File: config.mk
export PLATFORM = sky130hd
export DESIGN_NAME = aarm_cordic
export DESIGN_NICKNAME = d
export VERILOG_FILES = /design/src/rtl/core/aarm_pkg.sv /design/src/rtl/core/aarm_cordic.sv
export SDC_FILE = /design/constraint.sdc
export NUM_CORES = 2
export LEC_CHECK = 0
export BUFFER_PORTS_ARGS = -buffer_cell sky130_fd_sc_hd__clkbuf_2
export CAP_MARGIN = 20
export CELL_PAD_IN_SITES_DETAIL_PLACEMENT = 0
export CELL_PAD_IN_SITES_GLOBAL_PLACEMENT = 2
export CORE_ASPECT_RATIO = 1.4
export CORE_MARGIN = 5
export CORE_UTILIZATION = 43
export DETAILED_ROUTE_END_ITERATION = 7
export PLACE_DENSITY = 0.88
export SYNTH_ARGS = -nofsm -noshare
export SYNTH_HDL_FRONTEND = slang
export SYNTH_SLANG_ARGS = --single-unit
File: constraint.sdc
create_clock -name clk -period 6.8 [get_ports clk]
set_input_delay 1.02 -clock clk [delete_from_list [all_inputs] [get_ports clk]]
set_output_delay 1.02 -clock clk [all_outputs]
set_load 0.02 [all_outputs]
File: src/rtl/core/aarm_pkg.sv
// ---------------------------------------------------------------------------
// aarm_pkg
// shared widths, fixed-point constants and helper functions for the
// axis-angle to rotation matrix pipeline
// ---------------------------------------------------------------------------
package aarm_pkg;

  localparam int FRAC_BITS    = 16;
  localparam int IN_W         = FRAC_BITS + 4;
  localparam int OUT_W        = FRAC_BITS + 2;
  localparam int SQ_W         = 2 * IN_W;
  localparam int S_W          = SQ_W + 1;
  localparam int TH_W         = IN_W;
  localparam int SQRT_STEPS   = TH_W;
  localparam int QUO_W        = 31;
  localparam int R_W          = QUO_W + 1;
  localparam int Q_W          = 35;
  localparam int M_W          = Q_W + 1;
  localparam int TQ_SHIFT     = 30 - FRAC_BITS;
  localparam int CORDIC_ITERS = 16;

  localparam int DIV_LAT  = QUO_W + 2;
  localparam int COR_LAT  = CORDIC_ITERS + 2;
  localparam int COR_PAD  = DIV_LAT - COR_LAT;
  localparam int PIPE_LEN = 2 + SQRT_STEPS + DIV_LAT + 2;

  localparam logic signed [Q_W-1:0] ONE_Q30     = Q_W'(64'sd1073741824);
  localparam logic signed [Q_W-1:0] PI_Q30      = Q_W'(64'sd3373259426);
  localparam logic signed [Q_W-1:0] HALF_PI_Q30 = Q_W'(64'sd1686629713);
  localparam logic signed [Q_W-1:0] GAIN_Q30    = Q_W'(64'sd652032874);

  localparam logic signed [OUT_W-1:0] OUT_ONE = OUT_W'(1 << FRAC_BITS);

  localparam logic [30:0] ATAN_TAB [24] = '{
    31'd843314856, 31'd497837829, 31'd263043836, 31'd133525158, 31'd67021686,
    31'd33543515, 31'd16775850, 31'd8388437, 31'd4194282, 31'd2097149,
    31'd1048575, 31'd524287, 31'd262143, 31'd131071, 31'd65535, 31'd32767,
    31'd16383, 31'd8191, 31'd4095, 31'd2047, 31'd1023, 31'd511, 31'd255, 31'd127
  };

  function automatic logic signed [Q_W-1:0] qmul(input logic signed [Q_W-1:0] p,
                                                  input logic signed [R_W-1:0] q);
    logic signed [Q_W+R_W-1:0] prod;
    logic signed [Q_W+R_W-1:0] rnd;
    prod = p * q;
    rnd  = (prod + (Q_W+R_W)'(64'sd536870912)) >>> 30;
    return rnd[Q_W-1:0];
  endfunction

  function automatic logic signed [OUT_W-1:0] to_out(input logic signed [M_W-1:0] v);
    logic signed [M_W-1:0] o;
    o = (v + M_W'(1 << (TQ_SHIFT - 1))) >>> TQ_SHIFT;
    if (o > M_W'(1 << FRAC_BITS)) begin
      o = M_W'(1 << FRAC_BITS);
    end else if (o < -M_W'(1 << FRAC_BITS)) begin
      o = -M_W'(1 << FRAC_BITS);
    end
    return o[OUT_W-1:0];
  endfunction

endpackage

File: src/rtl/core/aarm_cordic.sv
// ---------------------------------------------------------------------------
// aarm_cordic
// pipelined rotation-mode cordic, one iteration per stage, gives
// cos, sin and 1-cos of the angle th in Q30
// ---------------------------------------------------------------------------
module aarm_cordic import aarm_pkg::*; (
  input  logic                  clk,
  input  logic                  en,
  input  logic [TH_W-1:0]       th,
  output logic signed [Q_W-1:0] cos_q,
  output logic signed [Q_W-1:0] sin_q,
  output logic signed [Q_W-1:0] omc_q
);

  logic signed [Q_W-1:0] x_r   [CORDIC_ITERS+1];
  logic signed [Q_W-1:0] y_r   [CORDIC_ITERS+1];
  logic signed [Q_W-1:0] z_r   [CORDIC_ITERS+1];
  logic                  neg_r [CORDIC_ITERS+1];
  logic                  big_r [CORDIC_ITERS+1];
  logic signed [Q_W-1:0] tq;
  logic signed [Q_W-1:0] cos_r, sin_r, omc_r;
  logic signed [Q_W-1:0] a_nxt;

  assign tq = $signed(Q_W'(th) << TQ_SHIFT);

  // fold into the first quadrant
  always_ff @(posedge clk) begin
    if (en) begin
      x_r[0]   <= GAIN_Q30;
      y_r[0]   <= '0;
      z_r[0]   <= (tq > HALF_PI_Q30) ? PI_Q30 - tq : tq;
      neg_r[0] <= tq > HALF_PI_Q30;
      big_r[0] <= tq >= PI_Q30;
    end
  end

  for (genvar i = 0; i < CORDIC_ITERS; i++) begin : g_iter
    logic signed [Q_W-1:0] dx, dy, at;

    always_comb begin
      dx = y_r[i] >>> i;
      dy = x_r[i] >>> i;
      at = $signed({{(Q_W-31){1'b0}}, ATAN_TAB[i]});
    end

    always_ff @(posedge clk) begin
      if (en) begin
        if (!z_r[i][Q_W-1]) begin
          x_r[i+1] <= x_r[i] - dx;
          y_r[i+1] <= y_r[i] + dy;
          z_r[i+1] <= z_r[i] - at;
        end else begin
          x_r[i+1] <= x_r[i] + dx;
          y_r[i+1] <= y_r[i] - dy;
          z_r[i+1] <= z_r[i] + at;
        end
        neg_r[i+1] <= neg_r[i];
        big_r[i+1] <= big_r[i];
      end
    end
  end

  always_comb begin
    if (big_r[CORDIC_ITERS]) begin
      a_nxt = -ONE_Q30;
    end else if (neg_r[CORDIC_ITERS]) begin
      a_nxt = -x_r[CORDIC_ITERS];
    end else begin
      a_nxt = x_r[CORDIC_ITERS];
    end
  end

  always_ff @(posedge clk) begin
    if (en) begin
      cos_r <= a_nxt;
      sin_r <= big_r[CORDIC_ITERS] ? '0 : y_r[CORDIC_ITERS];
      omc_r <= ONE_Q30 - a_nxt;
    end
  end

  assign cos_q = cos_r;
  assign sin_q = sin_r;
  assign omc_q = omc_r;

endmodule

==> reports/metrics.csv <==
stage;metric;value;unit
grt;remaining global-route overflow;0;
sta;Setup Total Neg Slack;0;ps
sta;RSZ-0062 raised after global routing;false;
grt;GRT Total Usage;22.90;%
cells_and_area;share of layout cells above drive strength 1;5.031;%
cells_and_area;NumNets Final;15660;
synthesis;top post-synthesis cells by area;edfxtp_1 (37%), ha_1 (14%), xnor2_1 (8.5%);
clock_tree;post-cts resize count;0;
floorplan;Initial Util;43.14;%
grt;vias in the first global route;103800;
critical_path;Max FO, Critical Path;5;
place;Post-Place Cells;18090;
synthesis;EDFF count, synth;1654;
clock_tree;H-tree depth;4;
drt;Detailed Route WL;386.6;mm
clock_tree;clk_lat worst skew;910;ps
synthesis;area of the mapped netlist;135000;sq um
grt;first-pass GRT wire length;593.6;mm
grt;largest net degree at the start of global routing;104;
synthesis;Post-synth ARST share;0;%
clock_tree;Post-CTS Repair Setup Buffers;0;
floorplan;Die X;483.5;microns
sta;Final min period;5777;ps
sta;hold slack;369.6;ps
cells_and_area;final core area utilization;46.99;%
sta;final hold vios;0;
drt;DR vias;104100;
drt;Pre-antenna DRT Iters;6;
clock_tree;CTS Buffer Depth;4;
sta;final setup vio count;0;
min_path;hold crit path type;input port to flop;
floorplan;die outline height;672.9;microns
place;I/O Buffers;126;
synthesis;syn_nets;15450;
drt;vias per cell;5.650;
synthesis;post-synth top area share;36.80;%
sta;Fin Clk Skew;74.61;ps
grt;initial antenna violation count;15;
synthesis;Synth cell types;92;
critical_path;critical path startpoint category;flop;
critical_path;required time of the critical path;7400;ps
clock_tree;CTS tree;built;
synthesis;synth warn;0;
cells_and_area;area grow syn2layout;8.922;%
status;outcome;finished clean;
sta;Slew @ Worst Pin;1085;ps
clock_tree;Worst-path clk slew;60;ps
synthesis;sequential area share after synthesis;36.80;%
floorplan;area of the die;325300;sq um
synthesis;Synth Instances;13910;
critical_path;Worst Setup End Kind;flop;
clock_tree;clk sink count;1654;
floorplan;# IOs;127;
synthesis;area leader, netlist;edfxtp_1;
floorplan;Placeable Area;312900;sq um
synthesis;Avg Cell Area, Syn;9.705;sq um
sta;Fmax;0.1731;GHz
clock_tree;clock buffer count from CTS;186;
cells_and_area;Layout Cells excl Fill;18430;
critical_path;critical path class;flop to flop;
drt;Antenna Nets Post-Route;0;
critical_path;flop-to-flop setup slack;1020;ps
place;GPL Wtd Cong;0.9559;
sta;Slew Limit Headroom;27.02;%
drt;initial drt markers;5574;
clock_tree;cts-stage hold buffer count;0;
critical_path;Critical Path AT;6370;ps
synthesis;top-count cell post-synth;edfxtp_1;
synthesis;register bit total from synthesis;1654;
sta;period utilisation layout;84.95;%
synthesis;commonest register cell after synthesis;edfxtp_1;
job;number of max-cap violations;0;
clock_tree;root buf cell;clkbuf_16;
floorplan;Cell Rows;243;
synthesis;Commonest cells post-synth;edfxtp_1 (1654), ha_1 (1482), a21oi_1 (1371);
place;post-DP HPWL;314.4;mm
drt;DRC Markers;0;
sta;Slew Limit Fails;0;
drt;WL per Instance;20.98;microns
layout make-up:
class	count	area, sq um
fillers	29670	165900
inverters	522	1959
clock buffers	218	4817
flip-flops and latches	1654	49670
repair buffers	249	1632
multi-input cells	11500	82470
clock inverters	110	1219
well taps	4165	5211
diodes	10	25.02
path summary, 6_finish.rpt:
path / from / end / cells after the start
worst max-delay path: y_r[10][10] / x_r[11][27] / 16
worst min-delay path: th[6] / z_r[0][20] / 1
worst max register to register: y_r[10][10] / x_r[11][27] / 16
worst min register to register: big_r[13] / big_r[14] / 0
metrics by stage:
step	setup WS [ps]	cell area [sq um]
finish	1023	147000
global route	630.0	147000
CTS	1012	147000
detailed placement	477.8	140900
global placement	530.4	140900
floorplan	918.4	135000
state kept, by name, indices dropped and copies added (netlist names):
| signal | cells |
|---|---|
| big_r | 17 |
| cos_q | 35 |
| neg_r | 16 |
| omc_q | 34 |
| sin_q | 35 |
| x_r | 499 |
| y_r | 525 |
| z_r | 493 |
worst max-delay path: stages, from the launching register on:
cell and delay (ps):
edfxtp_1 500, or4_1 650, or3_1 490, or2_2 360
or4b_2 680, nand2_1 120, xnor2_1 180, ha_1 330
nand2_1 150, nor2_1 90, a221oi_1 260, nand2_1 130
o41ai_1 650, o21ai_0 300, or2_2 330, a21oi_1 180
xnor2_1 80
logic make-up (layout without fill, tap and decap cells):
group,after synthesis,in the layout,share of synthesized area (%)
compound gates,4269,4269,20.09
simple gates,3626,3626,13.03
xor+xnor,1982,1982,12.86
flops,1654,1654,36.80
fa+ha+maj,1521,1521,14.32
buf+inv,753,1099,2.102
mux,101,101,0.7862
other cells,1,11,0.002779
cell usage in the layout (no fill, tap or decap), types with 47 or more instances in the layout:
cell type  synthesis  layout
a211oi_1         121     121
a21boi_0          53      52
a21o_1           635     635
a21oi_1         1371    1371
a31oi_1          136     136
and2_1            61      61
and3_1           112     112
buf_4              1     116
clkbuf_16          0     188
clkbuf_2           0     125
edfxtp_1        1654    1654
ha_1            1482    1482
inv_1            515     509
mux2i_1           61      61
nand2_1          778     772
nand2b_1         254     254
nand3_1          226     226
nand4_1           84      84
nor2_1          1110    1110
nor2b_1          236     236
nor3_1           336     336
nor4_1            93      93
o211ai_1          53      53
o21a_1           254     254
o21ai_0          817     817
o21bai_1         161     161
o31ai_1          167     167
o41ai_1           66      66
or2_2             51      51
or3_1            112     112
or4_1             47      47
xnor2_1         1307    1307
xor2_1           675     675
metal layers:
layer  track usage, %  share of wire (%)
met1            22.99                 36
met2            45.43                 55
met3            2.319                2.7
met4            13.00                6.4
met5                0              0.026
Power is left out: the tool's default activity adds up to more than one toggle a clock period on the data nets, which glitch-free logic cannot reach.
